$ cat config.mk
export PLATFORM = sky130hd
export DESIGN_NAME = stream_literal_replace_core
export DESIGN_NICKNAME = d
export VERILOG_FILES = /design/src/hdl/slr_pkg.sv /design/src/hdl/stream_literal_replace_core.sv /design/src/hdl/slr_front.sv /design/src/hdl/slr_queue.sv /design/src/hdl/slr_back.sv
export SDC_FILE = /design/constraint.sdc
export NUM_CORES = 1
export LEC_CHECK = 0
export ABC_CLOCK_PERIOD_IN_PS = 7600
export BUFFER_PORTS_ARGS = -buffer_cell sky130_fd_sc_hd__buf_2
export CAP_MARGIN = 40
export CORE_MARGIN = 2
export CORE_UTILIZATION = 45
export DETAILED_ROUTE_END_ITERATION = 12
export PLACE_DENSITY = 0.71
export SLEW_MARGIN = 20
export SYNTH_ARGS = -nofsm -noshare
export SYNTH_HDL_FRONTEND = slang
export SYNTH_SLANG_ARGS = --single-unit
$ cat constraint.sdc
create_clock -name i_clk -period 7.6 [get_ports i_clk]
set_input_delay 0.38 -clock i_clk [delete_from_list [all_inputs] [get_ports i_clk]]
set_output_delay 0.38 -clock i_clk [all_outputs]
set_load 0.1 [all_outputs]
$ cat src/hdl/slr_pkg.sv
// Shared types and constants for the streaming literal replace core.
package slr_pkg;

    localparam int JOB_BYTES   = 8;   // widest pattern or replacement
    localparam int QUEUE_DEPTH = 4;   // job queue between front and back

    localparam logic [1:0] CFG_PATTERN_BYTES      = 2'd0;
    localparam logic [1:0] CFG_PATTERN_LENGTH     = 2'd1;
    localparam logic [1:0] CFG_REPLACEMENT_BYTES  = 2'd2;
    localparam logic [1:0] CFG_REPLACEMENT_LENGTH = 2'd3;

    typedef struct packed {
        logic [63:0] pattern_bytes;
        logic [3:0]  pattern_length;
        logic [63:0] replacement_bytes;
        logic [3:0]  replacement_length;
    } t_cfg;

    // One job: the bytes that one input item releases, oldest in entry 0.
    typedef struct packed {
        logic [JOB_BYTES-1:0][7:0] data;
        logic [3:0]                count;   // 0 with fin set: empty end marker
        logic                      fin;     // job closes the string
    } t_job;

    typedef struct packed {
        logic empty;
        logic full;
    } t_qstat;

endpackage

$ cat src/hdl/stream_literal_replace_core.sv
// Top level of the streaming literal replace core.
//
//  channel | direction | handshake                    | payload
//  --------+-----------+------------------------------+----------------------------------
//  input   | in        | i_in_valid / o_in_stall      | i_in_byte, i_in_final
//  output  | out       | o_out_valid / i_out_stall    | o_out_byte, o_byte_present,
//          |           |                              | o_run_end, o_string_end
//  config  | in        | i_cfg_we (no handshake back) | i_cfg_index, i_cfg_data
//
// One input item is taken per cycle while the job queue has room; the front
// compares the window with the pattern in the same cycle and queues any job.
// The back sends one result item per cycle while the output is not stalled, so
// an item yields its 0 to 8 results in turn; expansions fill the queue and stall
// the input. Output stall holds the current result; input stall rises when the
// queue is full. Reset is synchronous, active low; it empties window, queue and
// back end and clears the config registers. No clearing pass is needed.
module stream_literal_replace_core #(
    parameter int MAX_PATTERN     = 8,
    parameter int MAX_REPLACEMENT = 8
) (
    input  logic        i_clk,
    input  logic        i_rst_n,
    // config writes
    input  logic        i_cfg_we,
    input  logic [1:0]  i_cfg_index,
    input  logic [63:0] i_cfg_data,
    // input items
    input  logic        i_in_valid,
    output logic        o_in_stall,
    input  logic [7:0]  i_in_byte,
    input  logic        i_in_final,
    // result items
    output logic        o_out_valid,
    input  logic        i_out_stall,
    output logic [7:0]  o_out_byte,
    output logic        o_byte_present,
    output logic        o_run_end,
    output logic        o_string_end
);

    // config registers; the user must write them only while the core is idle, the core does not enforce this
    slr_pkg::t_cfg   r_cfg;

    logic            push;
    logic            pop;
    slr_pkg::t_job   job_in;
    slr_pkg::t_job   job_head;
    slr_pkg::t_qstat qstat;

    always_ff @(posedge i_clk) begin
        if (!i_rst_n) begin
            r_cfg <= '0;
        end else if (i_cfg_we) begin
            case (i_cfg_index)
                slr_pkg::CFG_PATTERN_BYTES:      r_cfg.pattern_bytes      <= i_cfg_data;
                slr_pkg::CFG_PATTERN_LENGTH:     r_cfg.pattern_length     <= i_cfg_data[3:0];
                slr_pkg::CFG_REPLACEMENT_BYTES:  r_cfg.replacement_bytes  <= i_cfg_data;
                slr_pkg::CFG_REPLACEMENT_LENGTH: r_cfg.replacement_length <= i_cfg_data[3:0];
                default: begin
                    r_cfg <= r_cfg;
                end
            endcase
        end
    end

    // front: window, match test, job build
    slr_front #(
        .MAX_PATTERN     (MAX_PATTERN),
        .MAX_REPLACEMENT (MAX_REPLACEMENT)
    ) u_front (
        .i_clk      (i_clk),
        .i_rst_n    (i_rst_n),
        .i_cfg      (r_cfg),
        .i_valid    (i_in_valid),
        .i_in_byte  (i_in_byte),
        .i_in_final (i_in_final),
        .o_stall    (o_in_stall),
        .i_qstat    (qstat),
        .o_push     (push),
        .o_job      (job_in)
    );

    // decouples the two sides
    slr_queue u_queue (
        .i_clk   (i_clk),
        .i_rst_n (i_rst_n),
        .i_push  (push),
        .i_job   (job_in),
        .i_pop   (pop),
        .o_head  (job_head),
        .o_qstat (qstat)
    );

    // back: one result item per cycle while the output is not stalled
    slr_back u_back (
        .i_clk          (i_clk),
        .i_rst_n        (i_rst_n),
        .i_head         (job_head),
        .i_qstat        (qstat),
        .o_pop          (pop),
        .o_valid        (o_out_valid),
        .i_stall        (i_out_stall),
        .o_out_byte     (o_out_byte),
        .o_byte_present (o_byte_present),
        .o_run_end      (o_run_end),
        .o_string_end   (o_string_end)
    );

endmodule

$ cat src/hdl/slr_front.sv
// Front end: window of waiting bytes, pattern compare, job build.
module slr_front #(
    parameter int MAX_PATTERN     = 8,
    parameter int MAX_REPLACEMENT = 8
) (
    input  logic          i_clk,
    input  logic          i_rst_n,
    input  slr_pkg::t_cfg i_cfg,
    input  logic          i_valid,
    input  logic [7:0]    i_in_byte,
    input  logic          i_in_final,
    output logic          o_stall,
    input  slr_pkg::t_qstat i_qstat,
    output logic          o_push,
    output slr_pkg::t_job o_job
);

    localparam int PW = $clog2(MAX_PATTERN + 1);

    logic [7:0]    r_win [MAX_PATTERN];
    logic [7:0]    n_win [MAX_PATTERN];
    logic [PW-1:0] r_pend;
    logic [PW-1:0] n_pend;

    logic [7:0]    win_app [MAX_PATTERN];
    logic [PW-1:0] pend_app;
    logic          room;
    logic          accept;
    logic [3:0]    plen;
    logic [3:0]    rlen;
    logic [3:0]    pend4;
    logic          equal;
    logic          match;
    logic          emit_one;

    assign o_stall = i_qstat.full;
    assign accept  = i_valid && !i_qstat.full;

    assign plen = (i_cfg.pattern_length > 4'(MAX_PATTERN)) ?
                  4'(MAX_PATTERN) : i_cfg.pattern_length;
    assign rlen = (i_cfg.replacement_length > 4'(MAX_REPLACEMENT)) ?
                  4'(MAX_REPLACEMENT) : i_cfg.replacement_length;

    // window with the new byte appended
    assign room     = r_pend < PW'(MAX_PATTERN);
    assign pend_app = r_pend + PW'(room);
    assign pend4    = 4'(pend_app);

    always_comb begin
        for (int i = 0; i < MAX_PATTERN; i++) begin
            win_app[i] = (room && r_pend == PW'(i)) ? i_in_byte : r_win[i];
        end
    end

    always_comb begin
        equal = 1'b1;
        for (int i = 0; i < MAX_PATTERN; i++) begin
            if (4'(i) < plen && win_app[i] != i_cfg.pattern_bytes[8*i +: 8]) begin
                equal = 1'b0;
            end
        end
    end

    assign match    = (plen != 4'd0) && (pend4 == plen) && equal;
    assign emit_one = (pend4 >= plen) && (pend4 != 4'd0);

    always_comb begin
        o_job     = '0;
        o_job.fin = i_in_final;
        if (match) begin
            o_job.data  = i_cfg.replacement_bytes;
            o_job.count = rlen;
        end else begin
            for (int i = 0; i < MAX_PATTERN; i++) begin
                o_job.data[i] = win_app[i];
            end
            o_job.count = i_in_final ? pend4 : {3'b000, emit_one};
        end
    end

    assign o_push = accept && (o_job.count != 4'd0 || i_in_final);

    always_comb begin
        n_win  = r_win;
        n_pend = r_pend;
        if (accept) begin
            if (match || i_in_final) begin
                n_pend = '0;
            end else if (emit_one) begin
                for (int i = 0; i < MAX_PATTERN - 1; i++) begin
                    n_win[i] = win_app[i+1];
                end
                n_win[MAX_PATTERN-1] = 8'h00;
                n_pend = pend_app - PW'(1);
            end else begin
                n_win  = win_app;
                n_pend = pend_app;
            end
        end
    end

    always_ff @(posedge i_clk) begin
        if (!i_rst_n) begin
            r_pend <= '0;
        end else begin
            r_pend <= n_pend;
        end
        r_win <= n_win;
    end

endmodule

$ cat src/hdl/slr_queue.sv
// Small job queue between front and back.
module slr_queue (
    input  logic            i_clk,
    input  logic            i_rst_n,
    input  logic            i_push,
    input  slr_pkg::t_job   i_job,
    input  logic            i_pop,
    output slr_pkg::t_job   o_head,
    output slr_pkg::t_qstat o_qstat
);

    localparam int AW = $clog2(slr_pkg::QUEUE_DEPTH);
    localparam int CW = $clog2(slr_pkg::QUEUE_DEPTH + 1);

    slr_pkg::t_job r_mem [slr_pkg::QUEUE_DEPTH];
    logic [AW-1:0] r_wr;
    logic [AW-1:0] r_rd;
    logic [CW-1:0] r_cnt;

    assign o_head        = r_mem[r_rd];
    assign o_qstat.empty = (r_cnt == '0);
    assign o_qstat.full  = (r_cnt == CW'(slr_pkg::QUEUE_DEPTH));

    always_ff @(posedge i_clk) begin
        if (i_push) begin
            r_mem[r_wr] <= i_job;
        end
        if (!i_rst_n) begin
            r_wr  <= '0;
            r_rd  <= '0;
            r_cnt <= '0;
        end else begin
            if (i_push) begin
                r_wr <= r_wr + AW'(1);
            end
            if (i_pop) begin
                r_rd <= r_rd + AW'(1);
            end
            if (i_push && !i_pop) begin
                r_cnt <= r_cnt + CW'(1);
            end else if (i_pop && !i_push) begin
                r_cnt <= r_cnt - CW'(1);
            end
        end
    end

`ifndef NO_ASSERTIONS
    a_no_overflow: assert property (@(posedge i_clk) disable iff (!i_rst_n)
        i_push |-> (r_cnt < CW'(slr_pkg::QUEUE_DEPTH) || i_pop))
        else $error("job queue overflow");
    a_no_underflow: assert property (@(posedge i_clk) disable iff (!i_rst_n)
        i_pop |-> (r_cnt != '0))
        else $error("job queue underflow");
`endif

endmodule

$ cat src/hdl/slr_back.sv
// Back end: plays out each job one result item per cycle while the output is not stalled.
module slr_back (
    input  logic            i_clk,
    input  logic            i_rst_n,
    input  slr_pkg::t_job   i_head,
    input  slr_pkg::t_qstat i_qstat,
    output logic            o_pop,
    output logic            o_valid,
    input  logic            i_stall,
    output logic [7:0]      o_out_byte,
    output logic            o_byte_present,
    output logic            o_run_end,
    output logic            o_string_end
);

    logic          r_busy;
    slr_pkg::t_job r_job;
    logic [2:0]    r_idx;

    logic last;
    logic advance;

    assign last    = (r_job.count == 4'd0) || ({1'b0, r_idx} == r_job.count - 4'd1);
    assign advance = r_busy && !i_stall;
    assign o_pop   = (!r_busy || (advance && last)) && !i_qstat.empty;

    assign o_valid        = r_busy;
    assign o_byte_present = (r_job.count != 4'd0);
    assign o_out_byte     = o_byte_present ? r_job.data[r_idx] : 8'h00;
    assign o_run_end      = last;
    assign o_string_end   = last && r_job.fin;

    always_ff @(posedge i_clk) begin
        if (!i_rst_n) begin
            r_busy <= 1'b0;
            r_idx  <= '0;
        end else if (o_pop) begin
            r_busy <= 1'b1;
            r_idx  <= '0;
        end else if (advance) begin
            if (last) begin
                r_busy <= 1'b0;
            end else begin
                r_idx <= r_idx + 3'd1;
            end
        end
        if (o_pop) begin
            r_job <= i_head;
        end
    end

`ifndef NO_ASSERTIONS
    a_marker_ends: assert property (@(posedge i_clk) disable iff (!i_rst_n)
        (o_valid && !o_byte_present) |-> (o_run_end && o_string_end))
        else $error("empty marker not closing the string");
    a_string_end_run: assert property (@(posedge i_clk) disable iff (!i_rst_n)
        (o_valid && o_string_end) |-> o_run_end)
        else $error("string end without run end");
    a_idx_range: assert property (@(posedge i_clk) disable iff (!i_rst_n)
        (r_busy && r_job.count != 4'd0) |-> ({1'b0, r_idx} < r_job.count))
        else $error("result index past job count");
`endif

endmodule
==> run summary <==
Status: finished clean
Synthesized Nets: 2,040
Share of layout cells above drive strength 1: 15.9%
CTS resizes: 0
Hpwl dp: 43,500 um
Final setup vio count: 0
Max Clock Freq: 183 MHz
Avg Cell Area, Syn: 12.7 um^2
Post-synth ARST share: 0%
DR iter-0 viols: 1,673
Global route overflow: 0
Peak VDD IR: 0.287 mV
TritonCTS clock tree: yes
Row cnt: 85
Commonest cells after routing, fill and taps aside: 409 x edfxtp_1, 316 x nand2_1, 160 x nor2_1
EDFF count, synth: 409
Worst hold path depth: 3
Sequential share of power: 46.2%
Area leader, netlist: edfxtp_1
Post-DRT Antenna Nets: 0
Yosys reg bits: 560
Post-route cell area: 0.0279 mm^2
Synth top area share: 49.8%
Pwr dens: 338 mW/mm^2
Most common cell after layout, fill and taps aside: edfxtp_1
Total core area: 0.0540 mm^2
CP endpoint kind: flip-flop
Max-slew violations: 0
Mapped Cells: 1,943
RSZ-0062 raised after global routing: false
H-Tree Depth: 2
I/O pin count: 93
CP Class: reg -> reg
Starting density of the core: 45.6%
Switching Power: 3010 uW
Total CTS buffers: 56
Input/output buffers: 92
First-pass GRT wire length: 97,400 um
Layout fillers: 4,523
Routed wire length: 64,100 um
Net Sw Frac: 31.9%
Vias in the first global route: 15,711
Hold WC Path Type: in -> reg
Distinct cells, synth: 62
Synthesized cell area: 0.0247 mm^2
Tcrit/Tclk final: 72.0%
Die X: 238 um
Vias per inst: 5.79
Leading post-synthesis cells by cell area: edfxtp_1 50%, dfxtp_1 12%, mux4_2 7.8%, mux2i_1 4.9%, nand2_1 4.8%
Max Buffers Root-to-Sink: 3
Die height: 238 um
CP Data Required Time: 7.85 ns
Die area: 0.0567 mm^2
Synth Warn #: 0
Layout Nets: 2,123
FF-to-FF path depth: 12
Predominant post-synthesis flop cell: edfxtp_1
Area growth syn-to-layout: 13.2%
Internal cell power: 6430 uW
Slew @ Worst Pin: 0.874 ns
Routability Congestion: 0.959
CTS Sinks: 560
Power Total: 9430 uW
Worst-skew pair later-pin latency: 0.63 ns
Setup TNS: 0 ns
Reg clk slew, reported paths: 0.06 ns
Worst setup SP type: flip-flop
Relative slew slack: 41.1%
Sequential element share of the synthesized area: 62.1%
MaxCap Viol Count: 0
Largest net degree at the start of global routing: 81
DRC viols: 0
Placement Cell Area: 0.0258 mm^2
Pleak: 0.00939 uW
WL per Instance: 23.2 um
Clk root buf: clkbuf_16
Combinational share of power: 25.0%
Via count: 16,022
Initial antenna violation count: 0
Final hold violation count: 0
Clock power share: 28.8%
Final Util: 51.7%
Worst-path fanout max: 40
Number of detailed-route iterations in the first pass: 8
Total track usage: 22.8%
Minimum clock period after layout: 5.47 ns
Setup Skew: 0.0226 ns
Arrival time worst endpoint: 5.72 ns
-- Yosys cell counts, types with 3 or more instances --
cell / number
nand2b_1: 5
mux2i_1: 121
nor2_1: 162
o32a_1: 3
a2111oi_0: 3
o22a_1: 3
clkbuf_1: 80
xor2_1: 24
or2_2: 5
nor3_1: 14
buf_6: 3
or3_1: 3
a21oi_1: 21
mux4_2: 85
inv_1: 86
nor2b_1: 19
o21ai_0: 40
dfxtp_1: 151
a31o_2: 3
nor4_1: 5
buf_1: 16
nand3b_1: 3
edfxtp_1: 409
nand2_1: 316
o22ai_1: 82
xnor2_1: 38
buf_4: 7
a221oi_1: 3
ha_1: 16
a21boi_0: 130
or4_1: 4
o221ai_1: 9
buf_2: 13
o211ai_1: 4
nand4_1: 5
nand3_1: 7
and2_1: 14
-- critical path, stage by stage (launching register included) --
cell	delay (ns)
dfxtp_1	0.47
nor4_4	0.46
buf_6	0.23
nand3_1	0.08
or4_1	0.40
a221oi_1	0.39
nand4_1	0.32
or3_1	0.45
o32a_1	0.35
nor2_4	0.11
o311a_1	0.41
and2_2	0.75
buf_4	0.65
-- final cells by class --
type                    count  area, um^2  share of cell area, %
well taps                 696         871                   3.12
inverters                  88         330                   1.18
diodes                      1        2.50                0.00897
clock inverters            27         211                  0.758
repair buffers            144        1020                   3.66
multi-input cells        1176        8540                   30.6
flip-flops and latches    560       15300                   54.9
clock buffers              77        1620                   5.80
-- layer usage --
layer | part of all wire [%] | global-route usage, % | wire, um | vias to the layer above
met3 | 8.1 | 3.53 | 5190 | 132
met1 | 43 | 32.3 | 27300 | 7927
met2 | 46 | 36.0 | 29600 | 736
met4 | 3.1 | 7.56 | 1970 | 0
li1 | - | - | - | 7227
met5 | 0 | 0 | 0 | -
-- path summary, 6_finish.rpt --
check | from | to | slack, ns
setup / recovery | u_front.r_pend[0] | u_queue.r_mem[1][18] | 2.13
setup reg to reg | u_front.r_pend[0] | u_queue.r_mem[1][18] | 2.13
hold reg to reg | r_cfg[10] | r_cfg[10] | 0.47
hold / removal | i_cfg_data[25] | r_cfg[29] | 0.02
-- power groups by stage --
| stage | combinational [uW] | sequential [uW] | clock, uW |
|---|---|---|---|
| after floorplan | 1720 | 4280 | 0 |
| after global placement | 2260 | 4390 | 0 |
| after detailed placement | 2320 | 4420 | 0 |
| after CTS | 2340 | 4360 | 2760 |
| after global routing | 2530 | 4400 | 2870 |
| final | 2360 | 4350 | 2720 |
-- through the flow --
stage	setup slack, ns	hold WS, ns	cells
after floorplan	0.371	0.443	1943
after global placement	2.04	0.454	2635
after detailed placement	1.89	0.461	2640
after CTS	1.85	0.000228	2762
after global routing	1.93	0.0271	2768
final	2.13	0.0153	2769
-- flip-flops by register name, indices dropped and copies added, names as in the netlist --
name	cells
u_queue.r_mem	276
r_cfg	136
u_back.r_job	69
u_back.o_valid	1
u_queue.r_rd	2
u_queue.r_cnt	3
u_front.r_pend	4
u_queue.r_wr	2
u_front.r_win	64
u_back.r_idx	3
-- cells by family after synthesis --
group                      Yosys count  share of synthesized area (%)
DFF                                560                           62.1
adders and majority gates           17                          0.893
buffers and inverters              207                           3.41
muxes                              206                           12.7
xor gates and xnor gates            62                           2.20
and+or+nand+nor                    574                           9.95
AOI/OAI and AO/OA                  317                           8.81
-- timing repair --
item | in CTS | in global routing
buffers inserted | 0 | 0
hold endpoints to repair | 23 | 0
hold buffers | 18 | 0
endpoints found under the setup margin | 0 | 0
No activity file was read; power rests on OpenSTA's default activity.
